`src/rtl/mmbd_pkg.sv`:
```
// ----------------------------------------------------------------------------
// mmbd_pkg
// Shared types, constants and channel arithmetic for the mip level
// downsampler.
// ----------------------------------------------------------------------------
package mmbd_pkg;

  localparam int unsigned PIX_W      = 32;
  localparam int unsigned CHAN_W     = 8;
  localparam int unsigned NUM_CHAN   = 4;
  localparam int unsigned PSUM_W     = 10;
  localparam int unsigned PAIR_W     = NUM_CHAN * PSUM_W;
  localparam int unsigned REG_W      = 13;
  localparam int unsigned ROW_W      = 12;
  localparam int unsigned IDX_W      = 8;
  localparam int unsigned HEIGHT_MAX = 4096;

  typedef logic [PIX_W-1:0]  pixel_t;
  typedef logic [PAIR_W-1:0] pair_t;

  // Configuration register indexes
  typedef enum logic [IDX_W-1:0] {
    CFG_SRC_WIDTH  = 8'd0,
    CFG_SRC_HEIGHT = 8'd1
  } cfg_idx_e;

  // Request from the front end to the averaging stage
  typedef struct packed {
    logic  valid;
    logic  single_row;
    logic  last;
    pair_t pair;
  } mmbd_req_t;

  // Per-channel sum of two pixels, four 10-bit fields
  function automatic pair_t pair_add(input pixel_t a, input pixel_t b);
    pair_t r;
    r = '0;
    for (int c = 0; c < NUM_CHAN; c++) begin
      r[c*PSUM_W +: PSUM_W] = PSUM_W'(a[c*CHAN_W +: CHAN_W])
                            + PSUM_W'(b[c*CHAN_W +: CHAN_W]);
    end
    return r;
  endfunction

  // Per-channel floor((p + q) / 4), repacked as 8-bit channels
  function automatic pixel_t quad_avg(input pair_t p, input pair_t q);
    pixel_t               r;
    logic [PSUM_W:0]      s;
    r = '0;
    for (int c = 0; c < NUM_CHAN; c++) begin
      s = (PSUM_W+1)'(p[c*PSUM_W +: PSUM_W]) + (PSUM_W+1)'(q[c*PSUM_W +: PSUM_W]);
      r[c*CHAN_W +: CHAN_W] = s[CHAN_W+1:2];
    end
    return r;
  endfunction

endpackage

```
`src/rtl/mmbd_avg_out.sv`:
```
// ----------------------------------------------------------------------------
// mmbd_avg_out
// Joins the stored pair sum with the current one, averages, and holds the
// result in the output register.
// ----------------------------------------------------------------------------
module mmbd_avg_out (
  input  logic                clk_i,
  input  logic                rst_ni,
  input  mmbd_pkg::mmbd_req_t req_i,
  input  mmbd_pkg::pair_t     rd_data_i,
  output logic                free_o,
  output logic                m_axis_tvalid,
  input  logic                m_axis_tready,
  output mmbd_pkg::pixel_t    m_axis_tdata,
  output logic                m_axis_tlast
);

  logic             s1_v_q, s1_v_d;
  logic             s1_single_q;
  logic             s1_last_q;
  mmbd_pkg::pair_t  s1_pair_q;
  logic             out_v_q, out_v_d;
  mmbd_pkg::pixel_t out_pix_q;
  logic             out_last_q;
  logic             out_free, s1_move;
  mmbd_pkg::pixel_t avg;

  assign out_free = !out_v_q || m_axis_tready;
  assign s1_move  = s1_v_q && out_free;
  assign free_o   = !s1_v_q || out_free;

  // average: a single-row level reuses its own pair
  assign avg = mmbd_pkg::quad_avg(s1_single_q ? s1_pair_q : rd_data_i, s1_pair_q);

  // valid flags
  always_comb begin
    s1_v_d  = s1_v_q;
    out_v_d = out_v_q;
    if (s1_move || !s1_v_q) begin
      s1_v_d = req_i.valid;
    end
    if (out_free) begin
      out_v_d = s1_v_q;
    end
  end

  always_ff @(posedge clk_i or negedge rst_ni) begin
    if (!rst_ni) begin
      s1_v_q  <= 1'b0;
      out_v_q <= 1'b0;
    end else begin
      s1_v_q  <= s1_v_d;
      out_v_q <= out_v_d;
    end
  end

  // payload registers
  always_ff @(posedge clk_i) begin
    if (req_i.valid) begin
      s1_single_q <= req_i.single_row;
      s1_last_q   <= req_i.last;
      s1_pair_q   <= req_i.pair;
    end
    if (s1_move) begin
      out_pix_q  <= avg;
      out_last_q <= s1_last_q;
    end
  end

  assign m_axis_tvalid = out_v_q;
  assign m_axis_tdata  = out_pix_q;
  assign m_axis_tlast  = out_last_q;

endmodule

```
`config.mk`:
```
export PLATFORM = sky130hd
export DESIGN_NAME = mmbd_avg_out
export DESIGN_NICKNAME = d
export VERILOG_FILES = /design/src/rtl/mmbd_pkg.sv /design/src/rtl/mmbd_avg_out.sv
export SDC_FILE = /design/constraint.sdc
export NUM_CORES = 1
export LEC_CHECK = 0
export BUFFER_PORTS_ARGS = -buffer_cell sky130_fd_sc_hd__buf_2
export CELL_PAD_IN_SITES_DETAIL_PLACEMENT = 1
export CELL_PAD_IN_SITES_GLOBAL_PLACEMENT = 1
export CORE_MARGIN = 2
export CORE_UTILIZATION = 45
export DETAILED_ROUTE_END_ITERATION = 8
export PLACE_DENSITY = 0.94
export SYNTH_ARGS = -nofsm -noshare
export SYNTH_HDL_FRONTEND = slang
export SYNTH_SLANG_ARGS = --single-unit
```
`constraint.sdc`:
```
create_clock -name clk_i -period 8.6 [get_ports clk_i]
set_clock_uncertainty 0.1 [all_clocks]
set_input_delay 1.72 -clock clk_i [delete_from_list [all_inputs] [get_ports clk_i]]
set_output_delay 1.72 -clock clk_i [all_outputs]
set_load 0.02 [all_outputs]
```
Word-level counts from Yosys, hierarchy flattened
Cells that the tools add are included.
{ "word_totals": {"ff_bits": 77, "input_bits": 86} }
{ "classes": {"add_sub_neg": 4, "mux": 1, "n_reduce_logical": 6} }
{ "ops": {"columns": ["operator", "n"], "rows": [
  ["$add A10 B10 Y10", 4],
  ["$mux W40", 1],
  ["$logic_or A1 B1 Y1", 3],
  ["$logic_not A1 Y1", 2],
  ["$logic_and A1 B1 Y1", 1]
]} }

Longest topological paths before layout
Gate-level depths: netlist of the first run.
{ "logic_depth": {"word_depth": 4, "mapped_depth": 9, "ltp_nobuf": 7} }

Least setup slack after synthesis of the first run
OpenSTA, ideal clock, no wires.
{ "synth_timing": {"path_type": "input port to output port", "from": "input m_axis_tready", "to": "output free_o", "arrival_ps": 1988, "required_ps": 6780, "slack_ps": 4792, "path_stages": 1, "path_cell_list": "nand3b_1"} }
{ "synth_via": {"elab_chain_len": 2} }
{ "synth_rtl": {"columns": ["item", "line", "source"], "rows": [
  ["start, declared", "mmbd_avg_out.sv:13", "input logic m_axis_tready,"],
  ["$logic_or A1 B1 Y1", "mmbd_avg_out.sv:28", "assign out_free = !out_v_q || m_axis_tready;"],
  ["$logic_or A1 B1 Y1", "mmbd_avg_out.sv:30", "assign free_o = !s1_v_q || out_free;"],
  ["end, declared", "mmbd_avg_out.sv:11", "output logic free_o,"]
]} }
Every way passes these cells.

Worst setup path after layout of the first run
Ends and elaborated chain as after synthesis.

==> results of run 1 <==
==> report_power, final <==
group          internal, µW  switching, µW
registers               480           19.0
clock network           189            129
logic                   126            163
total                   795            311
==> metrics by stage <==
step	instance area [µm²]	hold WS (ns)	std cells
after detailed placement	4730	0.306	499
after CTS	4950	0.340	514
after global placement	4730	0.304	499
after global routing	4950	0.350	514
after floorplan	4000	0.300	274
final	4950	0.332	514
==> worst paths after layout <==
path / from / endpoint / cells past startpoint
max in group asynchronous: rst_ni / s1_v_q / 1
max reg2reg: s1_single_q / m_axis_tdata[15] / 8
min reg2reg: s1_last_q / m_axis_tlast / 0
min in group asynchronous: rst_ni / m_axis_tvalid / 1
min: s1_last_q / m_axis_tlast / 0
max: m_axis_tready / free_o / 3
==> flip-flops by register name, summed over array words and instances (netlist names) <==
name and count:
s1_pair_q 40, m_axis_tlast 1, s1_v_q 1, s1_single_q 1, m_axis_tdata 32, m_axis_tvalid 1
s1_last_q 1
==> Yosys cell counts, types with 3 or more instances <==
| cell type | number | area share [%] |
|---|---|---|
| inv_1 | 8 | 0.75 |
| nand2b_1 | 9 | 1.4 |
| nand3_1 | 5 | 0.63 |
| buf_1 | 3 | 0.28 |
| mux2_2 | 32 | 9.0 |
| o31ai_1 | 3 | 0.56 |
| nand2_1 | 7 | 0.66 |
| xnor2_1 | 20 | 4.4 |
| xor2_1 | 16 | 3.5 |
| o211a_1 | 3 | 0.75 |
| o21ba_2 | 3 | 0.75 |
| nor2_1 | 7 | 0.66 |
| o21bai_1 | 5 | 0.94 |
| a21oi_1 | 9 | 1.1 |
| o21ai_0 | 7 | 0.88 |
| edfxtp_1 | 75 | 56 |
| ha_1 | 32 | 10 |
| a21o_1 | 5 | 0.94 |
==> routing by layer <==
layer / up-vias / part of all wire [%] / GRT usage (%)
met5: - / 0.15 / 0
met2: 71 / 54 / 36.2
met3: 9 / 4.4 / 3.72
li1: 1292 / - / -
met1: 1266 / 41 / 21.8
met4: 2 / 1.1 / 5.06
==> cell type report <==
cell class              instances  share of cell area [%]
well taps                     108                    2.73
repair buffers                121                    12.3
clock buffers                   9                    2.50
inverters                       8                   0.606
clock inverters                 6                    2.07
multi-input cells             185                    33.3
flip-flops and latches         77                    46.5
==> logic make-up (layout without fill, tap and decap cells) <==
kind of cell | count (synthesis) | after routing | synth area share (%)
adders and majority gates | 32 | 32 | 10.0
xor gates and xnor gates | 36 | 36 | 7.88
DFF | 77 | 77 | 57.6
and+or+nand+nor | 40 | 40 | 5.54
AOI/OAI and AO/OA | 45 | 45 | 8.82
buffers and inverters | 12 | 144 | 1.16
muxes | 32 | 32 | 9.01
==> impl_metrics.tcl, run 1 <==
set metrics [dict create \
    max_stage_delay_ns 0.18 \
    netlist_area_mm2 0.00400 \
    fin_setup_tns_ns 0 \
    antenna_found_initial 1 \
    synth_area_per_cell_um2 14.6 \
    fin_nets 520 \
    worst-path-buf-inv 2 \
    num_vias 2640 \
    p_leak_uw 0.00213 \
    crit_top_cell "buf_2" \
    die_w_um 98.3 \
    ios 121 \
    hp-class "flip-flop to flip-flop" \
    routed_wirelength_mm 8.87 \
    critPathLaunchType "input port" \
    timing.final.max_slew_violations 0 \
    n_antenna_cell 0 \
    hold_viol 0 \
    ys.warnings.count 0 \
    ant_nets 0 \
    finalCriticalPeriod_ns 3.99 \
    cts_sinks 77 \
    cp_data_arrival_time_ns 2.17 \
    gp_congestion 0.819 \
    cts_resized 0 \
    rows 34 \
    worst_path_max_delay_cell "buf_2" \
    max_cap_viol_count 0 \
    cts_tree "built" \
    maxSlewHeadroom_pct 31.5 \
    vias_per_cell 5.14 \
    ir_drop_mv 0.0966 \
    grt_pass1_vias 3004 \
    root_buffer "clkbuf_8" \
    final_cell_mix "buf_2, edfxtp_1, mux2_2, ha_1, xnor2_1" \
    dp_hpwl_mm 6.79 \
    multi_input_area_mm2 0.00165 \
    dominantRegCellSynth "edfxtp_1" \
    yosysSeqAreaShare_pct 57.6 \
    fin_crit_sh_pct 46.3 \
    synth_cells 274 \
    mostFrequentLayoutCell "buf_2" \
    fmaxAchievable_mhz 251 \
    synth_edf_count 75 \
    powerDensity_mw_per_mm2 223 \
    post_synth_num_cell_types 36 \
    core_mm2 0.00868 \
    dr.pass1.iters 4 \
    final-setup-viol-count 0 \
    async_reset_ff_share_pct 2.60 \
    pre_cts_slack_ns 4.62 \
    utilization_pct 57.1 \
    cts_max_path_buffers 2 \
    die_area_mm2 0.00966 \
    worstSetupEndpointType "primary output" \
    drive_gt1_share_pct 43.6 \
    crit_path_max_fanout 2 \
    start_util_pct 46.1 \
    synth_nets 392 \
    finalPower_uw 1110 \
    clkLatencyLatePin_ns 0.33 \
    grt_pass1_wl_mm 14.4 \
    regArea_mm2 0.00230 \
    htree_num_levels 3 \
    cp.required_ns 6.78 \
    fillCellCount 911 \
    worst-slew-pin-transition_ns 1.03 \
    setup_slack_ns 4.61 \
    rsz0062_at_grt "no" \
    critical-path-top-delay-family "buffers and inverters" \
    clkTransAtPathRegs_ns 0.07 \
    hold_buffers 0 \
    routedWlPerCell_um 17.3 \
    critical_path_class "input port to primary output" \
    gr-total-overflow 0 \
    die_y_um 98.3 \
    synth.ff_latch_count 77 \
    cp_cell_sequence "buf_2 -> nand3b_1 -> buf_2" \
    grt_max_degree 44 \
    reg2reg_slack_ns 5.13 \
    drtIter0Drc 78 \
    outcome "finished, final reports clean" \
    drc 0 \
    track_usage_pct 19.0 \
    synthToLayoutAreaGrowth_pct 23.9 \
    io_buffers 120 \
    cts_setup_buffers 0 \
    cts_buffers 9 \
]
(Power assumes the default switching activity.)
==> inputs of run 2 (changes only) <==
--- a/config.mk
+++ b/config.mk
@@ -9,9 +9,9 @@
 export CELL_PAD_IN_SITES_DETAIL_PLACEMENT = 1
 export CELL_PAD_IN_SITES_GLOBAL_PLACEMENT = 1
 export CORE_MARGIN = 2
-export CORE_UTILIZATION = 45
+export CORE_UTILIZATION = 37
 export DETAILED_ROUTE_END_ITERATION = 8
-export PLACE_DENSITY = 0.94
+export PLACE_DENSITY = 0.84
 export SYNTH_ARGS = -nofsm -noshare
 export SYNTH_HDL_FRONTEND = slang
 export SYNTH_SLANG_ARGS = --single-unit
==> constraint.sdc (replaced) <==
create_clock -name clk_i -period 3.3 [get_ports clk_i]
set_clock_uncertainty 0.1 [all_clocks]
set_input_delay 0.66 -clock clk_i [delete_from_list [all_inputs] [get_ports clk_i]]
set_output_delay 0.66 -clock clk_i [all_outputs]
set_load 0.02 [all_outputs]
==> impl_metrics.tcl, run 2 (synthesized netlist as in run 1, its figures left out) <==
set metrics [dict create \
    outcome "finished, final reports clean" \
    io_buffers 120 \
    maxSlewHeadroom_pct 29.2 \
    cp_cell_sequence "buf_4 -> mux2_2 -> ha_1 -> o211a_1 -> and4_4 -> a2111oi_4 -> o31ai_1 -> xor2_1" \
    crit_path_max_fanout 23 \
    dp_hpwl_mm 6.91 \
    max_cap_viol_count 0 \
    reg2reg_slack_ns 0.48 \
    worst-path-buf-inv 1 \
    clkTransAtPathRegs_ns 0.08 \
    powerDensity_mw_per_mm2 545 \
    ir_drop_mv 0.244 \
    htree_num_levels 3 \
    gp_congestion 0.771 \
    cts_tree "built" \
    cts_sinks 77 \
    final-setup-viol-count 0 \
    critical_path_class "flip-flop to flip-flop" \
    die_area_mm2 0.0117 \
    drc 0 \
    grt_max_degree 44 \
    vias_per_cell 4.89 \
    max_stage_delay_ns 0.45 \
    fin_crit_sh_pct 85.6 \
    ios 121 \
    clkLatencyLatePin_ns 0.34 \
    mostFrequentLayoutCell "buf_2" \
    rr_endpoint "m_axis_tdata[23]" \
    hold_path_startpoint "s1_last_q" \
    p_leak_uw 0.00212 \
    drtIter0Drc 65 \
    track_usage_pct 16.3 \
    antenna_found_initial 0 \
    final_cell_mix "buf_2, edfxtp_1, mux2_2, ha_1, xnor2_1" \
    cts_resized 0 \
    rsz0062_at_grt "no" \
    fin_setup_tns_ns 0 \
    hold_buffers 1 \
    n_antenna_cell 0 \
    finalCriticalPeriod_ns 2.82 \
    grt_pass1_wl_mm 14.3 \
    cts_setup_buffers 0 \
    fmaxAchievable_mhz 354 \
    synthToLayoutAreaGrowth_pct 24.0 \
    worst_path_max_delay_cell "a2111oi_4" \
    whs_path_depth 0 \
    timing.final.max_slew_violations 0 \
    utilization_pct 47.6 \
    largest_register_ffs 40 \
    worstSetupEndpointType "flip-flop" \
    cp.required_ns 3.29 \
    start_util_pct 38.4 \
    num_vias 2668 \
    cts_buffers 9 \
    core_mm2 0.0104 \
    worstRegToRegCells 8 \
    r2r_start "s1_single_q" \
    grt_pass1_vias 2913 \
    ant_nets 0 \
    rows 37 \
    hold_viol 0 \
    cts_max_path_buffers 2 \
    cp_data_arrival_time_ns 2.81 \
    critPathLaunchType "flip-flop" \
    die_w_um 108 \
    drive_gt1_share_pct 43.7 \
    routed_wirelength_mm 8.96 \
    hold_end "m_axis_tlast" \
    gr-total-overflow 0 \
    hp-class "flip-flop to flip-flop" \
    routedWlPerCell_um 16.4 \
    worst-slew-pin-transition_ns 1.06 \
    die_y_um 108 \
    dr.pass1.iters 4 \
    fin_nets 523 \
    root_buffer "clkbuf_8" \
    top_register "s1_pair_q" \
    critical-path-top-delay-family "compound AO/OA/AOI/OAI gates" \
    startpoint "s1_single_q" \
]
-- run 2: worst max-delay path by stage --
stage,to,cells past startpoint
after detailed placement,m_axis_tdata[23],8
after global placement,m_axis_tdata[23],8
after CTS,m_axis_tdata[23],8
after global routing,m_axis_tdata[6],8
final,m_axis_tdata[23],8
after floorplan,m_axis_tdata[15],9
-- run 2: final cells by class --
| class | instances | area, µm² |
|---|---|---|
| clock buffers | 14 | 163 |
| clock inverters | 2 | 10.0 |
| fillers | 1133 | 5460 |
| inverters | 8 | 30.0 |
| multi-input cells | 185 | 1650 |
| flip-flops and latches | 77 | 2300 |
| well taps | 136 | 170 |
| repair buffers | 124 | 633 |
-- run 2: where the power goes --
part           total, µW  leakage (µW)  switching (µW)  internal, µW
registers           1300      0.000749            44.3          1250
clock network        646     0.0000905             333           314
logic                761       0.00128             430           332
-- run 2: stage by stage --
| stage | power [µW] | worst slack (ns) | std cells | hold slack, ns | instance area, µm² |
|---|---|---|---|---|---|
| 2_1_floorplan | 1840 | 0.366 | 274 | 0.264 | 4000 |
| 3_3_place_gp | 2040 | 0.569 | 529 | 0.311 | 4780 |
| 3_5_place_dp | 2090 | 0.456 | 529 | 0.324 | 4780 |
| 4_1_cts | 2750 | 0.426 | 546 | 0.343 | 4960 |
| 5_1_grt | 2860 | 0.330 | 546 | 0.349 | 4960 |
| 6_report | 2700 | 0.476 | 546 | 0.337 | 4960 |
-- run 2: metal layers --
layer	vias up	track usage, %	share of wire (%)
li1	1301	-	-
met1	1282	19.2	42
met2	73	28.9	52
met3	12	3.19	4.2
met4	0	6.87	2.1
met5	-	0	0
==> inputs of run 3 (changes only) <==
==> constraint.sdc (replaced) <==
create_clock -name clk_i -period 3.3 [get_ports clk_i]
set_clock_uncertainty 0.1 [all_clocks]
set_input_delay 0.165 -clock clk_i [delete_from_list [all_inputs] [get_ports clk_i]]
set_output_delay 0.165 -clock clk_i [all_outputs]
set_load 0.02 [all_outputs]
==> impl_metrics.tcl, run 3 (synthesized netlist as in run 1, its figures left out) <==
set metrics [dict create \
    track_usage_pct 17.8 \
    worst-slew-pin-transition_ns 1.05 \
    hold_viol 0 \
    critPathLaunchType "flip-flop" \
    fin_nets 564 \
    num_vias 2834 \
    final-setup-viol-count 0 \
    fin_setup_tns_ns 0 \
    die_y_um 108 \
    grt_max_degree 44 \
    core_mm2 0.0104 \
    crit_path_max_fanout 40 \
    clkTransAtPathRegs_ns 0.07 \
    routed_wirelength_mm 9.92 \
    worstRegToRegCells 8 \
    reg2reg_slack_ns 0.56 \
    finalCriticalPeriod_ns 2.74 \
    clkLatencyLatePin_ns 0.36 \
    gp_congestion 0.776 \
    grt_pass1_wl_mm 15.5 \
    powerDensity_mw_per_mm2 517 \
    outcome "finished, final reports clean" \
    critical_path_class "flip-flop to flip-flop" \
    cts_max_path_buffers 2 \
    root_buffer "clkbuf_8" \
    rows 37 \
    setup_slack_ns 0.564 \
    ios 121 \
    dp_hpwl_mm 6.79 \
    r2r_start "s1_single_q" \
    routedWlPerCell_um 16.9 \
    antenna_found_initial 0 \
    mostFrequentLayoutCell "buf_2" \
    ant_nets 0 \
    htree_num_levels 3 \
    p_leak_uw 0.00229 \
    hp-class "input port to asynchronous set/reset pin" \
    fmaxAchievable_mhz 366 \
    cts_sinks 77 \
    dr.pass1.iters 4 \
    top_register "s1_pair_q" \
    synthToLayoutAreaGrowth_pct 34.8 \
    cp.required_ns 3.30 \
    gr-total-overflow 0 \
    startpoint "s1_single_q" \
    n_antenna_cell 0 \
    timing.final.max_slew_violations 0 \
    final_cell_mix "buf_2, edfxtp_1, dlygate4sd3_1" \
    pre_cts_slack_ns 0.516 \
    largest_register_ffs 40 \
    drtIter0Drc 64 \
    rr_endpoint "m_axis_tdata[15]" \
    worstSetupEndpointType "flip-flop" \
    cp_data_arrival_time_ns 2.73 \
    fillCellCount 1083 \
    vias_per_cell 4.84 \
    io_buffers 120 \
    cts_tree "built" \
    die_w_um 108 \
    ir_drop_mv 0.224 \
    cts_resized 0 \
    die_area_mm2 0.0117 \
    rsz0062_at_grt "no" \
    drive_gt1_share_pct 38.9 \
    grt_pass1_vias 3150 \
    max_cap_viol_count 0 \
    drc 0 \
    maxSlewHeadroom_pct 30.1 \
    crit_path_end "m_axis_tdata[15]" \
    start_util_pct 38.4 \
    fin_crit_sh_pct 82.9 \
    cts_buffers 9 \
]
run 3: cell types whose count changed in the layout (fill, tap and decap cells not counted), sizes merged:
| cell | previous run | this run |
|---|---|---|
| dlygate4sd3 | 1 | 44 |
| buf | 123 | 121 |
| bufinv | 0 | 1 |
| clkbuf | 14 | 13 |
| clkinv | 2 | 1 |
run 3: power by group:
part	internal [µW]	switching [µW]	leakage [µW]	total, µW
sequential	1250	47.1	0.000749	1300
combinational	365	438	0.00146	803
clock	346	337	0.0000875	683
total	1960	822	0.00229	2790
run 3: area by class of cell:
| cell class | count | area [µm²] | share of cell area, % |
|---|---|---|---|
| clock buffers | 13 | 139 | 2.58 |
| flip-flops and latches | 77 | 2300 | 42.7 |
| inverters | 8 | 30.0 | 0.557 |
| repair buffers | 165 | 1060 | 19.7 |
| well taps | 136 | 170 | 3.16 |
| multi-input cells | 185 | 1650 | 30.6 |
| clock inverters | 2 | 35.0 | 0.650 |
run 3: worst min-delay path by stage:
stage / slack (ns) / to
2_1_floorplan: -0.23 / m_axis_tvalid
3_3_place_gp: -0.15 / s1_v_q
3_5_place_dp: -0.15 / m_axis_tvalid
4_1_cts: 0.008 / m_axis_tvalid
5_1_grt: 0.02 / m_axis_tvalid
6_report: 0.04 / m_axis_tvalid
run 3: what timing repair did:
action	CTS	global route
setup endpoints to repair	0	0
buffers inserted	0	0
hold buffers	44	0
hold endpoints to repair	46	0
run 3: per-layer routing:
layer / vias to the layer above / wire length [µm] / track usage, %
met5: - / 0 / 0
met4: 0 / 132 / 6.14
met3: 10 / 376 / 4.16
met2: 68 / 5380 / 33.1
met1: 1377 / 4030 / 19.8
li1: 1379 / - / -
run 3: worst max-delay path, stage by stage (launching register included):
cell       delay [ns]
edfxtp_1         0.37
buf_12           0.25
mux2_2           0.37
ha_1             0.26
o211a_1          0.14
and4_4           0.21
a2111oi_4        0.45
o31ai_1          0.15
xor2_1           0.17
run 3: stage by stage:
stage	total power, µW	instances	instance area [µm²]	hold WS, ns	utilization, %
after floorplan	1840	274	4000	-0.231	-
after global placement	2040	527	4770	-0.150	45.8
after detailed placement	2090	527	4770	-0.145	45.8
after CTS	2810	586	5390	0.00835	51.7
after global routing	2940	586	5390	0.0243	51.7
final	2790	586	5390	0.0375	51.7
