--- src/rtl/mmbd_pkg.sv ---
// ----------------------------------------------------------------------------
// mmbd_pkg
// Shared types, constants and channel arithmetic for the mip level
// downsampler.
// ----------------------------------------------------------------------------
package mmbd_pkg;

  localparam int unsigned PIX_W      = 32;
  localparam int unsigned CHAN_W     = 8;
  localparam int unsigned NUM_CHAN   = 4;
  localparam int unsigned PSUM_W     = 10;
  localparam int unsigned PAIR_W     = NUM_CHAN * PSUM_W;
  localparam int unsigned REG_W      = 13;
  localparam int unsigned ROW_W      = 12;
  localparam int unsigned IDX_W      = 8;
  localparam int unsigned HEIGHT_MAX = 4096;

  typedef logic [PIX_W-1:0]  pixel_t;
  typedef logic [PAIR_W-1:0] pair_t;

  // Configuration register indexes
  typedef enum logic [IDX_W-1:0] {
    CFG_SRC_WIDTH  = 8'd0,
    CFG_SRC_HEIGHT = 8'd1
  } cfg_idx_e;

  // Request from the front end to the averaging stage
  typedef struct packed {
    logic  valid;
    logic  single_row;
    logic  last;
    pair_t pair;
  } mmbd_req_t;

  // Per-channel sum of two pixels, four 10-bit fields
  function automatic pair_t pair_add(input pixel_t a, input pixel_t b);
    pair_t r;
    r = '0;
    for (int c = 0; c < NUM_CHAN; c++) begin
      r[c*PSUM_W +: PSUM_W] = PSUM_W'(a[c*CHAN_W +: CHAN_W])
                            + PSUM_W'(b[c*CHAN_W +: CHAN_W]);
    end
    return r;
  endfunction

  // Per-channel floor((p + q) / 4), repacked as 8-bit channels
  function automatic pixel_t quad_avg(input pair_t p, input pair_t q);
    pixel_t               r;
    logic [PSUM_W:0]      s;
    r = '0;
    for (int c = 0; c < NUM_CHAN; c++) begin
      s = (PSUM_W+1)'(p[c*PSUM_W +: PSUM_W]) + (PSUM_W+1)'(q[c*PSUM_W +: PSUM_W]);
      r[c*CHAN_W +: CHAN_W] = s[CHAN_W+1:2];
    end
    return r;
  endfunction

endpackage

--- src/rtl/mmbd_front.sv ---
// ----------------------------------------------------------------------------
// mmbd_front
// Raster position counters, horizontal pair sums and line store control.
// ----------------------------------------------------------------------------
module mmbd_front #(
  parameter int unsigned MAX_WIDTH = 4096,
  parameter int unsigned ADDR_W    = 11
) (
  input  logic                      clk_i,
  input  logic                      rst_ni,
  input  logic                      accept_i,
  input  mmbd_pkg::pixel_t          pixel_i,
  input  logic                      cfg_we_i,
  input  logic [mmbd_pkg::IDX_W-1:0] cfg_index_i,
  input  logic [mmbd_pkg::REG_W-1:0] cfg_data_i,
  output mmbd_pkg::mmbd_req_t       req_o,
  output logic                      wr_en_o,
  output logic [ADDR_W-1:0]         wr_addr_o,
  output mmbd_pkg::pair_t           wr_data_o,
  output logic                      rd_en_o,
  output logic [ADDR_W-1:0]         rd_addr_o
);

  localparam int unsigned CW = (MAX_WIDTH > 2) ? $clog2(MAX_WIDTH) : 1;
  localparam int unsigned EW = $clog2(MAX_WIDTH + 1);
  localparam int unsigned HW = mmbd_pkg::REG_W;

  logic [mmbd_pkg::REG_W-1:0] src_w_q, src_w_d;
  logic [mmbd_pkg::REG_W-1:0] src_h_q, src_h_d;
  logic [CW-1:0]              col_q, col_d;
  logic [mmbd_pkg::ROW_W-1:0] row_q, row_d;
  mmbd_pkg::pixel_t           left_q, left_d;

  logic [31:0]   w_ext;
  logic [EW-1:0] eff_w;
  logic [HW-1:0] eff_h;
  logic [EW-1:0] half_w, ow_m1;
  logic [HW-1:0] half_h, oh_m1;
  logic          w_one, h_one, have_pair, row_odd, emit, col_end, row_end, is_last;
  mmbd_pkg::pair_t pair;

  // effective sizes after clamping
  always_comb begin
    w_ext = 32'(src_w_q);
    if (w_ext == 32'd0) begin
      w_ext = 32'd1;
    end else if (w_ext > 32'(MAX_WIDTH)) begin
      w_ext = 32'(MAX_WIDTH);
    end
    eff_w = w_ext[EW-1:0];
    if (src_h_q == '0) begin
      eff_h = HW'(1);
    end else if (src_h_q > HW'(mmbd_pkg::HEIGHT_MAX)) begin
      eff_h = HW'(mmbd_pkg::HEIGHT_MAX);
    end else begin
      eff_h = src_h_q;
    end
    half_w = eff_w >> 1;
    half_h = eff_h >> 1;
    ow_m1  = (half_w == '0) ? '0 : half_w - EW'(1);
    oh_m1  = (half_h == '0) ? '0 : half_h - HW'(1);
  end

  // position decode and pair sum
  always_comb begin
    w_one     = (eff_w == EW'(1));
    h_one     = (eff_h == HW'(1));
    row_odd   = row_q[0];
    have_pair = w_one || col_q[0];
    emit      = have_pair && (h_one || row_odd);
    pair      = w_one ? mmbd_pkg::pair_add(pixel_i, pixel_i)
                      : mmbd_pkg::pair_add(left_q, pixel_i);
    col_end   = (EW'(col_q) + EW'(1)) >= eff_w;
    row_end   = (HW'(row_q) + HW'(1)) >= eff_h;
    is_last   = (EW'(col_q >> 1) == ow_m1) && (HW'(row_q >> 1) == oh_m1);
  end

  // line store access: write on even rows with a row below, read on odd rows
  assign wr_en_o   = accept_i && have_pair && !h_one && !row_odd
                     && (HW'(row_q) < (eff_h - HW'(1)));
  assign wr_addr_o = ADDR_W'(col_q >> 1);
  assign wr_data_o = pair;
  assign rd_en_o   = accept_i && have_pair && !h_one && row_odd;
  assign rd_addr_o = ADDR_W'(col_q >> 1);

  // request to the averaging stage
  always_comb begin
    req_o.valid      = accept_i && emit;
    req_o.single_row = h_one;
    req_o.last       = is_last;
    req_o.pair       = pair;
  end

  // next state: writes to either size register restart the frame
  always_comb begin
    src_w_d = src_w_q;
    src_h_d = src_h_q;
    col_d   = col_q;
    row_d   = row_q;
    left_d  = left_q;
    if (cfg_we_i) begin
      priority if (cfg_index_i == mmbd_pkg::CFG_SRC_WIDTH) begin
        src_w_d = cfg_data_i;
        col_d   = '0;
        row_d   = '0;
        left_d  = '0;
      end else if (cfg_index_i == mmbd_pkg::CFG_SRC_HEIGHT) begin
        src_h_d = cfg_data_i;
        col_d   = '0;
        row_d   = '0;
        left_d  = '0;
      end else begin
        src_w_d = src_w_q;
      end
    end else if (accept_i) begin
      if (!have_pair) begin
        left_d = pixel_i;
      end
      if (col_end) begin
        col_d = '0;
        row_d = row_end ? '0 : row_q + mmbd_pkg::ROW_W'(1);
      end else begin
        col_d = col_q + CW'(1);
      end
    end
  end

  always_ff @(posedge clk_i or negedge rst_ni) begin
    if (!rst_ni) begin
      src_w_q <= mmbd_pkg::REG_W'(1);
      src_h_q <= mmbd_pkg::REG_W'(1);
      col_q   <= '0;
      row_q   <= '0;
      left_q  <= '0;
    end else begin
      src_w_q <= src_w_d;
      src_h_q <= src_h_d;
      col_q   <= col_d;
      row_q   <= row_d;
      left_q  <= left_d;
    end
  end

endmodule

--- config.mk ---
export PLATFORM = sky130hd
export DESIGN_NAME = mmbd_front
export DESIGN_NICKNAME = d
export VERILOG_FILES = /design/src/rtl/mmbd_pkg.sv /design/src/rtl/mmbd_front.sv
export SDC_FILE = /design/constraint.sdc
export NUM_CORES = 1
export LEC_CHECK = 0
export ABC_AREA = 1
export ABC_CLOCK_PERIOD_IN_PS = 4100
export BUFFER_PORTS_ARGS = -buffer_cell sky130_fd_sc_hd__buf_4
export CAP_MARGIN = 20
export CORE_ASPECT_RATIO = 0.6
export CORE_MARGIN = 3
export CORE_UTILIZATION = 25
export DETAILED_ROUTE_END_ITERATION = 6
export GPL_TIMING_DRIVEN = 0
export PLACE_DENSITY = 0.54
export SYNTH_ARGS = -nofsm -noshare
export SYNTH_HDL_FRONTEND = slang
export SYNTH_SLANG_ARGS = --single-unit
export TNS_END_PERCENT = 100
--- constraint.sdc ---
create_clock -name clk_i -period 4.1 [get_ports clk_i]
set_clock_uncertainty 0.1 [all_clocks]
set_input_delay 0.41 -clock clk_i [delete_from_list [all_inputs] [get_ports clk_i]]
set_output_delay 0.41 -clock clk_i [all_outputs]
set_load 0.1 [all_outputs]
* Yosys cells after proc, flatten, opt, wreduce, memory -nomap -nowiden
Cells that the tools add are included.
Widths: inputs -> output; s select.
** Storage, ports and cells
- Output and inout bits :: 107
- Input port bits :: 57
- Register bits :: 82
** Operators by class
- Add/sub/neg operators :: 15
- Reduce and logical (&&, ||, !) cells :: 24
- Bitwise operators :: 1
- Order comparisons :: 5
- Eq/ne operators :: 7
- Muxes and demuxes :: 21
** Operators with widths (number)
- $mux 32 :: 5
- $mux 12 :: 9
- $mux 13 :: 6
- $add 8x8->9 :: 8
- $logic_not 13->1 :: 4
- $mux 39 :: 1
- $add 12x1->13 const B :: 2
- $eq 11x13->1 :: 2
- $eq 13x1->1 const B :: 2
- $ge 13x13->1 :: 2
- $gt 13x13->1 const B :: 2
- $sub 12x1->13 const B :: 2
- $add 12x1->12 const B :: 2
- $lt 12x13->1 :: 1
- $sub 13x1->13 const B :: 1
- $reduce_and 3->1 :: 3
- $eq 8x1->1 const B :: 1
- $logic_and 1x1->1 :: 8
- $logic_not 8->1 :: 1
- $reduce_and 2->1 :: 2
- $reduce_bool 2->1 :: 2
- $ne 3x1->1 const B :: 1
- $logic_not 1->1 :: 2
- $logic_or 1x1->1 :: 2
- 2 further kinds :: 2

* Depth between registers and ports, before layout
Gate-level depths: netlist of the first run.
- Depth after elaboration :: 9
- Depth in mapped cells :: 25
- Mapped depth without buffers :: 23

* Worst setup path before layout of the first run
OpenSTA, ideal clock, no wires.
- Kind :: reg2out
- Start point :: register src_h_q[7] (netlist name)
- End point :: output port wr_en_o
- Stages on the path, launching flop included :: 23
- Buffers on the path :: 2
- Required time :: 3590 ps
- Slack :: -1994 ps
- Arrival :: 5584 ps
- Cell sequence :: dfrtp_1 > nor2_1 > nand2_1 > nor2_1 > nand2_2 > nand2_2 > buf_6 > nand2_1 > ha_1 > clkbuf_1 > nand3_1 > xor2_1 > mux2i_1 > ha_1 > inv_1 > nor3_1 > a211oi_1 > nand2_1 > nand3_1 > nand2_1 > a21oi_1 > nor2_1 > nor4_1
** On the way
- Word-level cells in the longest chain between the ends :: 8
- Elaborated cells between the ends (all ways) :: 11
- Those cells by class :: 1 x add/sub; 2 x order compare; 1 x eq/ne; 2 x mux; 5 x reduce/logical
** Ends and longest elaborated chain
- start: declaration :: line mmbd_front.sv:29 : logic [mmbd_pkg::REG_W-1:0] src_h_q, src_h_d;
- start signal: assignment :: line mmbd_front.sv:131 : src_h_q <= mmbd_pkg::REG_W'(1);
- start signal: assignment :: line mmbd_front.sv:137 : src_h_q <= src_h_d;
- $gt 13x13->1 :: line mmbd_front.sv:53 : end else if (src_h_q > HW'(mmbd_pkg::HEIGHT_MAX)) begin
- $mux 13 :: line mmbd_front.sv:53
- $mux 13 (*) :: line mmbd_front.sv:51 : if (src_h_q == '0) begin
- parallel branches: the longest is 4 deep, another holds $sub 13x1->13
- $logic_and 1x1->1 (*) :: line mmbd_front.sv:80 : && (HW'(row_q) < (eff_h - HW'(1)));
- end: declaration :: line mmbd_front.sv:17 : output logic wr_en_o,
Mark *: on every way between the ends.

* Worst setup path in the final report of the first run
- Start point :: register src_w_q[0] (netlist name)
- End point :: output port wr_data_o[27]
** On the way
- Word-level cells in the longest chain between the ends :: 5
- Elaborated cells between the ends (all ways) :: 6
- Those cells by class :: 1 x order compare; 1 x eq/ne; 3 x mux; 1 x reduce/logical
** Ends and longest elaborated chain
- start: declaration :: line mmbd_front.sv:28 : logic [mmbd_pkg::REG_W-1:0] src_w_q, src_w_d;
- start signal: assignment :: line mmbd_front.sv:130 : src_w_q <= mmbd_pkg::REG_W'(1);
- start signal: assignment :: line mmbd_front.sv:136 : src_w_q <= src_w_d;
- $gt 13x13->1 :: line mmbd_front.sv:47 : end else if (w_ext > 32'(MAX_WIDTH)) begin
- $mux 13 :: line mmbd_front.sv:47
- $mux 13 (*) :: line mmbd_front.sv:45 : if (w_ext == 32'd0) begin
- $eq 13x1->1 (*) :: line mmbd_front.sv:66 : w_one = (eff_w == EW'(1));
- $mux 39 (*) :: line mmbd_front.sv:71 : pair = w_one ? mmbd_pkg::pair_add(pixel_i, pixel_i)
- end: declaration :: line mmbd_front.sv:19 : output mmbd_pkg::pair_t wr_data_o,
Mark *: on every way between the ends. The rest lies on a longest branch, timed or not.

==> results.tsv, run 1 <==
metric	value	unit
initial core utilization	25.6	%
# diodes	0	
Total Nets Final	1512	
Synth cell types	51	
CP Class	reg -> out	
clk sinks	82	
Tot GR Track Use	15.7	%
ys flop type	dfrtp_1	
Gate Count Post-Synth	1120	
Worst Path Arrival	3.78	ns
sequential element share of the synthesized area	25.6	%
DP Area	10400	sq um
pwr/cell area	536	nW/um^2
Routed WL	27500	microns
commonest non-fill, non-tap cell in the layout	buf_4	
CTS tree	built	
Mean Syn Cell Area	7.18	sq um
Post-synth EDFFs	0	
WHS	0.165	ns
status	finished, violations left	
element type at the critical path end	primary output	
Rows	50	
Chip Height	145	microns
Die X	238	microns
Placer Congestion	0.904	
vias in the first global route	7547	
global-route wire length before repair	42400	microns
grt total ovfl	0	
Final setup viols	22	
PnR worst setup slack	-0.190	ns
Worst Hold Class	in -> reg	
cell area after layout	12500	sq um
# Max-Cap Violations	0	
ANT nets after route	0	
synthesis-to-finish area growth	55.9	%
Min Clock Period, post-route	4.29	ns
Mapped Area	8040	sq um
peak supply drop	477	uV
routed via count	8187	
Slew Limit Headroom	64.7	%
router iterations before antenna repair	5	
H-tree level count	3	
critical path required time	3.59	ns
number of I/O port buffers	155	
Hold Vio Cnt, Final	0	
RSZ-0062 raised after global routing	yes	
layout cell share with drive strength beyond 1	39.1	%
CTS Buf Count	9	
Tightest Pin Transition	0.526	ns
Clock Tree Buf Depth	2	
failing checks	negative setup slack	
initial antenna violation count	0	
P_leak	0.00618	uW
die footprint	34400	sq um
post-synthesis async set-or-reset flop share	100	%
Setup crit start kind	flip-flop	
Worst-Skew Late Latency	0.38	ns
yosys warns	0	
fin. max-slew vios	0	
fmax	233	MHz
FILL cells	3210	
Final HPWL DP	21500	microns
Clock Root Buffer	clkbuf_16	
Residual DRC	0	
core area	31400	sq um
initial drt markers	499	
vias per inst	4.56	
largest net degree at the start of global routing	58	
Reg clk slew, reported paths	0.06	ns
critical path fanouts, max	7	
fin crit share	105	%
post-DR wirelength/cell	15.3	microns
Synth Register Bits	82	
commonest cells after routing, fill and taps aside	buf_4 (236), nand2_1 (188), inv_1 (152)	
Top Ports	164	
[cell type report]
type	instances	area, sq um	share of cell area, %
Multi-Input combinational cell	777	5700	45.4
Timing Repair Buffer	239	2370	18.9
Sequential cell	82	2070	16.5
Buffer	100	896	7.15
Inverter	166	626	4.99
Tap cell	416	520	4.15
Clock buffer	9	225	1.80
Clock inverter	7	135	1.08
[cell usage after synthesis (all sizes together), types with 6 or more instances]
library cell | n | share of area, %
nor3 | 6 | 0.37
nand3 | 92 | 5.9
inv | 166 | 7.8
dfrtp | 80 | 25
xor2 | 51 | 5.6
clkbuf | 14 | 0.67
a21oi | 42 | 2.8
buf | 88 | 8.2
nor4 | 6 | 0.54
nand2 | 215 | 10
mux2 | 8 | 1.1
o21ai | 143 | 9.5
xnor2 | 7 | 0.76
nand4 | 26 | 2.2
nor2 | 69 | 3.4
ha | 76 | 12
[logic make-up after synthesis]
kind of cell | Yosys count | share of synthesized area [%]
and+or+nand+nor | 419 | 23.2
buffers and inverters | 268 | 16.6
AOI/OAI and AO/OA | 203 | 14.2
DFF | 82 | 25.6
adders and majority gates | 80 | 12.8
xor gates and xnor gates | 58 | 6.32
muxes | 9 | 1.25
other | 1 | 0.0466
[final timing paths]
kind	startpoint	to	slack, ns	depth (start not counted)
worst max register to register	col_q[0]$_DFFE_PN0P_	row_q[11]$_DFFE_PN0P_	0.30	18
min in group asynchronous	rst_ni	left_q[16]$_DFFE_PN0P_	0.43	2
max in group asynchronous	rst_ni	src_h_q[0]$_DFFE_PN1P_	2.78	3
worst min-delay path	cfg_data_i[6]	src_w_q[6]$_DFFE_PN0P_	0.16	3
worst min register to register	left_q[19]$_DFFE_PN0P_	left_q[19]$_DFFE_PN0P_	0.42	2
worst max-delay path	src_w_q[0]$_DFFE_PN1P_	wr_data_o[27]	-0.19	26
[through the flow]
| step | utilization [%] | std cells | worst slack (ns) | TNS (ns) | total power [uW] |
|---|---|---|---|---|---|
| finish | 39.9 | 1796 | -0.190 | -2.12 | 6720 |
| global route | 39.9 | 1796 | -0.389 | -8.58 | 7020 |
| CTS | 38.0 | 1766 | -0.398 | -6.41 | 6560 |
| detailed placement | 33.1 | 1699 | -0.707 | -14.29 | 4980 |
| global placement | 33.0 | 1698 | -0.676 | -13.05 | 4950 |
| floorplan | - | 1127 | -0.350 | -2.12 | 4210 |
[registers in the layout (all words and copies together) (netlist names)]
| name | cells |
|---|---|
| left_q | 32 |
| src_h_q | 13 |
| src_w_q | 13 |
| col_q | 12 |
| row_q | 12 |
[routing by layer]
metal / track usage, % / vias up / routed length, microns
li1: - / 4083 / -
met1: 24.4 / 3853 / 14100
met2: 21.6 / 239 / 11300
met3: 4.33 / 12 / 1900
met4: 2.55 / 0 / 184
met5: 0 / - / 0
[critical path, stage by stage (launching register included)]
cell	delay (ns)
dfstp_2	0.53
nor2_1	0.04
nand2_1	0.05
nor2_1	0.03
nand2_1	0.08
nand2_2	0.08
nand2_4	0.08
nand2_4	0.06
nor2_4	0.08
nand2_2	0.07
nor2_4	0.20
buf_6	0.19
buf_8	0.13
nand2_4	0.05
o21ai_4	0.06
ha_4	0.24
a21oi_2	0.14
nand2_2	0.07
a21oi_2	0.16
inv_2	0.06
a21oi_4	0.15
nor2_1	0.06
o21ai_1	0.15
nand2_2	0.11
xor2_4	0.25
buf_12	0.14
buf_12	0.16
[power by group]
| part | leakage, uW | switching, uW | internal (uW) |
|---|---|---|---|
| clock | 0.000175 | 398 | 608 |
| combinational | 0.00499 | 3110 | 1640 |
| sequential | 0.00101 | 75.2 | 892 |
| total | 0.00618 | 3580 | 3140 |
[timing repair]
item                                    4_1_cts  5_1_grt
buffers inserted                             51       31
endpoints found under the hold margin        25        0
endpoints found under the setup margin       63       81
pin swaps                                    40       69
resized for setup                           214      109
hold buffers                                  1        0
Power figures use the tool's default switching activity.
==> inputs of run 2 (changes only) <==
--- a/config.mk
+++ b/config.mk
@@ -6,7 +6,7 @@
 export NUM_CORES = 1
 export LEC_CHECK = 0
 export ABC_AREA = 1
-export ABC_CLOCK_PERIOD_IN_PS = 4100
+export ABC_CLOCK_PERIOD_IN_PS = 5270
 export BUFFER_PORTS_ARGS = -buffer_cell sky130_fd_sc_hd__buf_4
 export CAP_MARGIN = 20
 export CORE_ASPECT_RATIO = 0.6
==> constraint.sdc (replaced) <==
create_clock -name clk_i -period 5.27 [get_ports clk_i]
set_clock_uncertainty 0.1 [all_clocks]
set_input_delay 0.527 -clock clk_i [delete_from_list [all_inputs] [get_ports clk_i]]
set_output_delay 0.527 -clock clk_i [all_outputs]
set_load 0.1 [all_outputs]
==> run 2 against run 1 <==
Sequential cell count unchanged. Sequential share of layout area up 3.7 points. Die area unchanged. Hold slack better by 0.12 ns. Largest cell class unchanged. Highest routed layer unchanged. Cell area down 19%. Critical path depth down 1. The flow now finishes without violations. Critical path type unchanged. Clock power down 28%. Register-to-register slack better by 0.92 ns.
==> results.tsv, run 2 (synthesis results as in run 1) <==
metric	value	unit	change
status	completed		
Worst Path Arrival	4.27	ns	+0.49 ns
Setup crit start kind	flip-flop		
H-tree level count	3		unchanged
CTS Buf Count	9		unchanged
Top Ports	164		unchanged
fin crit share	92.8	%	
# diodes	0		unchanged
ANT nets after route	0		unchanged
peak supply drop	353	uV	-26%
global-route wire length before repair	40400	microns	-4.7%
Final setup viols	0		-100%
Total Nets Final	1432		-5.3%
clk sinks	82		unchanged
initial core utilization	25.6	%	unchanged
Chip Height	145	microns	unchanged
fmax	204	MHz	
critical path required time	4.64	ns	+1.05 ns
critical path fanouts, max	10		+3
FILL cells	3431		+6.9%
multi-input logic area	4730	sq um	-17%
element type at the critical path end	primary output		
largest net degree at the start of global routing	60		+3.4%
router iterations before antenna repair	5		unchanged
die footprint	34400	sq um	unchanged
Placer Congestion	0.884		-2.2%
commonest non-fill, non-tap cell in the layout	buf_4		
CP Class	reg -> out		
slowest CP cell	dfrtp_1		
Clock Tree Buf Depth	2		unchanged
GRT busiest layer	met1		
Die X	238	microns	unchanged
vias in the first global route	7202		-4.6%
# Max-Cap Violations	0		unchanged
core area	31400	sq um	unchanged
Reg clk slew, reported paths	0.07	ns	about the same
vias per inst	4.56		about the same
Residual DRC	0		unchanged
top flop regs	left_q x32, src_h_q x13, src_w_q x13		
Final HPWL DP	21000	microns	-2.2%
Hold Vio Cnt, Final	0		unchanged
Worst-Skew Late Latency	0.38	ns	about the same
Power Total	4360	uW	-35%
Clock Root Buffer	clkbuf_16		
grt total ovfl	0		unchanged
P_leak	0.00537	uW	-13%
Min Clock Period, post-route	4.89	ns	
RSZ-0062 raised after global routing	yes		
initial antenna violation count	0		unchanged
routed via count	7825		-4.4%
post-DR wirelength/cell	15.0	microns	-2.1%
Tightest Pin Transition	0.571	ns	+0.0445 ns
met3 usage	3.84	%	-0.49 points
Most common cell on crit path	nand2_1		
CTS tree	built		
pre-CTS setup slack	0.405	ns	+1.11 ns
synthesis-to-finish area growth	26.8	%	
PnR worst setup slack	0.378	ns	+0.568 ns
max reg flops	32		unchanged
number of I/O port buffers	155		unchanged
fin. max-slew vios	0		unchanged
Crit path max-delay family	simple AND/OR/NAND/NOR gates		
Worst path max stage delay	0.48	ns	-0.05 ns
Routed WL	25700	microns	-6.5%
initial drt markers	569		+14%
Final TNS setup	0	ns	+2.12 ns
CP Buf/Inv Count	5		unchanged
Top reg by flops	left_q		
Worst Hold Class	in -> reg		
Slew Limit Headroom	62.0	%	-2.8 points
sequential cell area	2060	sq um	-0.54%
layout cell share with drive strength beyond 1	24.5	%	-15 points
met1 usage	23.0	%	-1.4 points
pwr/cell area	427	nW/um^2	-20%
met2 global-route usage	20.8	%	-0.79 points
commonest cells after routing, fill and taps aside	buf_4 (227), nand2_1 (206), inv_1 (163)		
Tot GR Track Use	14.9	%	-0.84 points
Rows	50		unchanged
Setup Buffers After CTS	0		-100%
-- run 2: cell types whose count changed in the layout (fill, tap and decap cells not counted), sizes merged --
cell / before / now
clkinvlp: 0 / 1
bufinv: 3 / 2
buf: 328 / 243
clkbuf: 19 / 24
-- run 2: worst paths after layout --
check / start / endpoint / slack [ns] / cells after the start
max reg2reg: col_q[0]$_DFFE_PN0P_ / row_q[8]$_DFFE_PN0P_ / 1.22 / 18
min in group asynchronous: rst_ni / left_q[13]$_DFFE_PN0P_ / 0.53 / 2
min: cfg_data_i[12] / src_h_q[12]$_DFFE_PN0P_ / 0.29 / 3
min reg2reg: src_h_q[0]$_DFFE_PN1P_ / src_h_q[0]$_DFFE_PN1P_ / 0.42 / 2
max in group asynchronous: rst_ni / src_w_q[0]$_DFFE_PN1P_ / 3.84 / 3
max: src_w_q[5]$_DFFE_PN0P_ / wr_data_o[17] / 0.38 / 25
-- run 2: final cells by class --
| class | count | share of cell area [%] |
|---|---|---|
| Multi-Input combinational cell | 777 | 46.4 |
| Sequential cell | 82 | 20.2 |
| Timing Repair Buffer | 157 | 11.9 |
| Buffer | 102 | 7.12 |
| Inverter | 166 | 6.14 |
| Tap cell | 416 | 5.11 |
| Clock buffer | 9 | 2.21 |
| Clock inverter | 7 | 0.995 |
-- run 2: per-stage QoR --
step	hold slack [ns]	utilization [%]	instance area [sq um]	instances
2_1_floorplan	0.131	-	8110	1127
3_5_place_dp	0.371	31.3	9820	1699
3_3_place_gp	0.396	31.2	9790	1698
5_1_grt	0.270	32.4	10200	1716
6_report	0.287	32.4	10200	1716
4_1_cts	0.262	32.4	10200	1716
-- run 2: worst reg2reg max path: cells and delay by family, from the launching register on --
kind / cells / cell delay [ns]
compound gates: 2 / 0.16
xor+xnor: 1 / 0.15
fa+ha+maj: 1 / 0.30
buf+inv: 3 / 0.66
flops: 1 / 0.47
simple gates: 11 / 2.15
-- run 2: power by group --
group / switching, uW / internal [uW] / leakage, uW
combinational: 2180 / 699 / 0.00419
clock: 309 / 420 / 0.000158
sequential: 57.8 / 693 / 0.00103
total: 2540 / 1810 / 0.00537
-- run 2: routing by layer --
metal / share of wire, % / vias to the layer above
li1: - / 3936
met1: 52 / 3644
met2: 40 / 234
met3: 7.3 / 11
met4: 0.67 / 0
met5: 0 / -
-- run 2: what timing repair did --
| action | CTS | global route |
|---|---|---|
| endpoints found under the setup margin | 3 | 13 |
| cloned | 0 | 0 |
| resized for setup | 3 | 15 |
| hold endpoints to repair | 23 | 0 |
| hold buffers | 1 | 0 |
==> inputs of run 3 (changes only) <==
--- a/config.mk
+++ b/config.mk
@@ -10,7 +10,7 @@
 export BUFFER_PORTS_ARGS = -buffer_cell sky130_fd_sc_hd__buf_4
 export CAP_MARGIN = 20
 export CORE_ASPECT_RATIO = 0.6
-export CORE_MARGIN = 3
+export CORE_MARGIN = 4
 export CORE_UTILIZATION = 25
 export DETAILED_ROUTE_END_ITERATION = 6
 export GPL_TIMING_DRIVEN = 0
==> run 3 against run 2 <==
Wire length fell by 0.37%. Global-route usage fell by 0.45 points. Final cell count barely moved. Critical path depth did not move. Total power fell by 0.35%. Combinational power barely moved. Largest cell class unchanged. Core utilization barely moved.
==> results.tsv, run 3 (synthesis results as in run 1) <==
metric	value	unit	change
CP Class	reg -> out		
Final setup viols	0		unchanged
Worst-Skew Late Latency	0.37	ns	about the same
top flop regs	left_q x32, src_h_q x13, src_w_q x13		
Min Clock Period, post-route	4.90	ns	+0.00961 ns
Total Nets Final	1433		+0.070%
sequential cell area	2060	sq um	unchanged
critical path fanouts, max	10		unchanged
global-route wire length before repair	40000	microns	-0.84%
status	completed		
clk sinks	82		unchanged
HP Start	cfg_data_i[9]		
Final TNS setup	0	ns	unchanged
switching power	2540	uW	about the same
# Max-Cap Violations	0		unchanged
element type at the critical path end	primary output		
Slew Limit Headroom	60.5	%	-1.4 points
Setup crit start kind	flip-flop		
post-DR wirelength/cell	14.9	microns	-0.43%
fin. max-slew vios	0		unchanged
fmax	204	MHz	-0.20%
vias in the first global route	7024		-2.5%
CTS Buf Count	9		unchanged
FILL cells	3411		-0.58%
Placer Congestion	0.916		+3.6%
Worst Path Arrival	4.27	ns	about the same
P_leak	0.00538	uW	about the same
clock share of power	16.2	%	-0.5 points
initial drt markers	588		+3.3%
DP Cell Count	1699		unchanged
CTS tree	built		
largest net degree at the start of global routing	58		-3.3%
Seq pwr share	17.4	%	+0.2 points
Rows	50		unchanged
peak supply drop	329	uV	-6.9%
routed via count	7777		-0.61%
utilization after layout	32.5	%	about the same
Final HPWL DP	21100	microns	+0.28%
Sw Share	58.6	%	+0.27 points
layout cell share with drive strength beyond 1	24.4	%	-0.096 points
worst hold endpoint	src_h_q[9]$_DFFE_PN0P_		
H-tree level count	3		unchanged
max reg flops	32		unchanged
initial core utilization	25.6	%	unchanged
Critical Path Start	src_w_q[5]$_DFFE_PN0P_		
Routed WL	25600	microns	-0.37%
Reg2Reg Setup Slack	1.12	ns	-0.10 ns
final std cells w/o fill	1717		+0.058%
RSZ-0062 raised after global routing	no		
commonest non-fill, non-tap cell in the layout	buf_4		
Top Ports	164		unchanged
Clock Tree Buf Depth	2		unchanged
Pint	1790	uW	-0.99%
Tot GR Track Use	14.4	%	-0.45 points
critical path required time	4.64	ns	about the same
Residual DRC	0		unchanged
r2r startpoint	col_q[0]$_DFFE_PN0P_		
synthesis-to-finish area growth	26.8	%	about the same
router iterations before antenna repair	5		unchanged
core area	31400	sq um	unchanged
Top reg by flops	left_q		
die footprint	35200	sq um	+2.2%
combinational power share	66.5	%	+0.5 points
Reg clk slew, reported paths	0.06	ns	about the same
multi-input logic area	4730	sq um	unchanged
Clock Root Buffer	clkbuf_16		
number of I/O port buffers	155		unchanged
Chip Height	147	microns	+1.4%
reg2reg end	row_q[3]$_DFFE_PN0P_		
hold path cells	3		unchanged
vias per inst	4.53		-0.67%
pwr/cell area	426	nW/um^2	-0.39%
initial antenna violation count	0		unchanged
fin crit share	93.0	%	+0.18 points
grt total ovfl	0		unchanged
Die X	240	microns	+0.84%
commonest cells after routing, fill and taps aside	buf_4 (227), nand2_1 (206), inv_1 (163)		
Worst Reg-to-Reg Cells	18		unchanged
Tightest Pin Transition	0.592	ns	+0.0217 ns
Worst Hold Class	in -> reg		
ANT nets after route	0		unchanged
# diodes	0		unchanged
Hold Vio Cnt, Final	0		unchanged
run 3: worst max path at each step:
stage	to	slack (ns)	cells past startpoint
finish	wr_data_o[17]	0.37	25
global route	wr_data_o[7]	0.001	24
CTS	wr_data_o[28]	0.08	25
detailed placement	wr_data_o[17]	0.33	25
global placement	wr_data_o[28]	0.38	25
floorplan	wr_data_o[25]	0.03	21
run 3: routing by layer:
metal  vias up  global-route usage, %  wire length (microns)
met2       216                   19.4                   9960
met4         0                   2.32                    187
met3        13                   2.95                   1510
met5         -                      0                      0
li1       3934                      -                      -
met1      3614                   23.5                  13900
run 3: what timing repair did:
item / in CTS / in global routing
buffers inserted: 0 / 1
hold buffers: 1 / 0
setup endpoints to repair: 4 / 13
gates cloned: 0 / 0
pin swaps: 0 / 1
hold endpoints to repair: 25 / 0
gates resized for setup: 3 / 13
run 3: final cells by class:
cell class / instances / share of cell area, %
Sequential cell: 82 / 20.2
Inverter: 166 / 6.14
Timing Repair Buffer: 158 / 12.0
Clock inverter: 5 / 0.663
Multi-Input combinational cell: 777 / 46.4
Clock buffer: 11 / 2.48
Tap cell: 416 / 5.11
Buffer: 102 / 7.11
run 3: stage by stage:
stage	setup WS, ns	total power [uW]	hold slack [ns]	instance area, sq um
5_1_grt	0.00136	4560	0.273	10200
6_report	0.368	4340	0.286	10200
4_1_cts	0.0820	4360	0.269	10200
3_5_place_dp	0.332	3650	0.381	9820
3_3_place_gp	0.383	3630	0.398	9790
2_1_floorplan	0.0261	3050	0.131	8110
run 3: power groups by stage:
| stage | Combinational [uW] | Clock [uW] | Sequential, uW |
|---|---|---|---|
| after floorplan | 2310 | 0 | 741 |
| after global placement | 2860 | 0 | 763 |
| after detailed placement | 2880 | 0 | 763 |
| after CTS | 2890 | 723 | 751 |
| after global routing | 3040 | 755 | 760 |
| final | 2880 | 701 | 754 |
run 3: worst max-delay path, cell delays in order, from the launching register on:
cell and delay, ns:
dfrtp_1 0.48, nor2_1 0.07, nand2_1 0.07, nor2_1 0.04, nand2_1 0.07, nand2_2 0.08
nand2_4 0.12, nand2_2 0.08, nor2_2 0.11, nand2_2 0.08, nor2_4 0.20, buf_4 0.22
clkbuf_4 0.25, o21ai_0 0.11, ha_1 0.34, a21oi_1 0.15, nand2_1 0.10, a21oi_1 0.15
inv_1 0.06, a21oi_1 0.20, nor2_1 0.07, o21ai_0 0.17, nand2_1 0.11, xor2_2 0.16
buf_4 0.13, buf_4 0.27
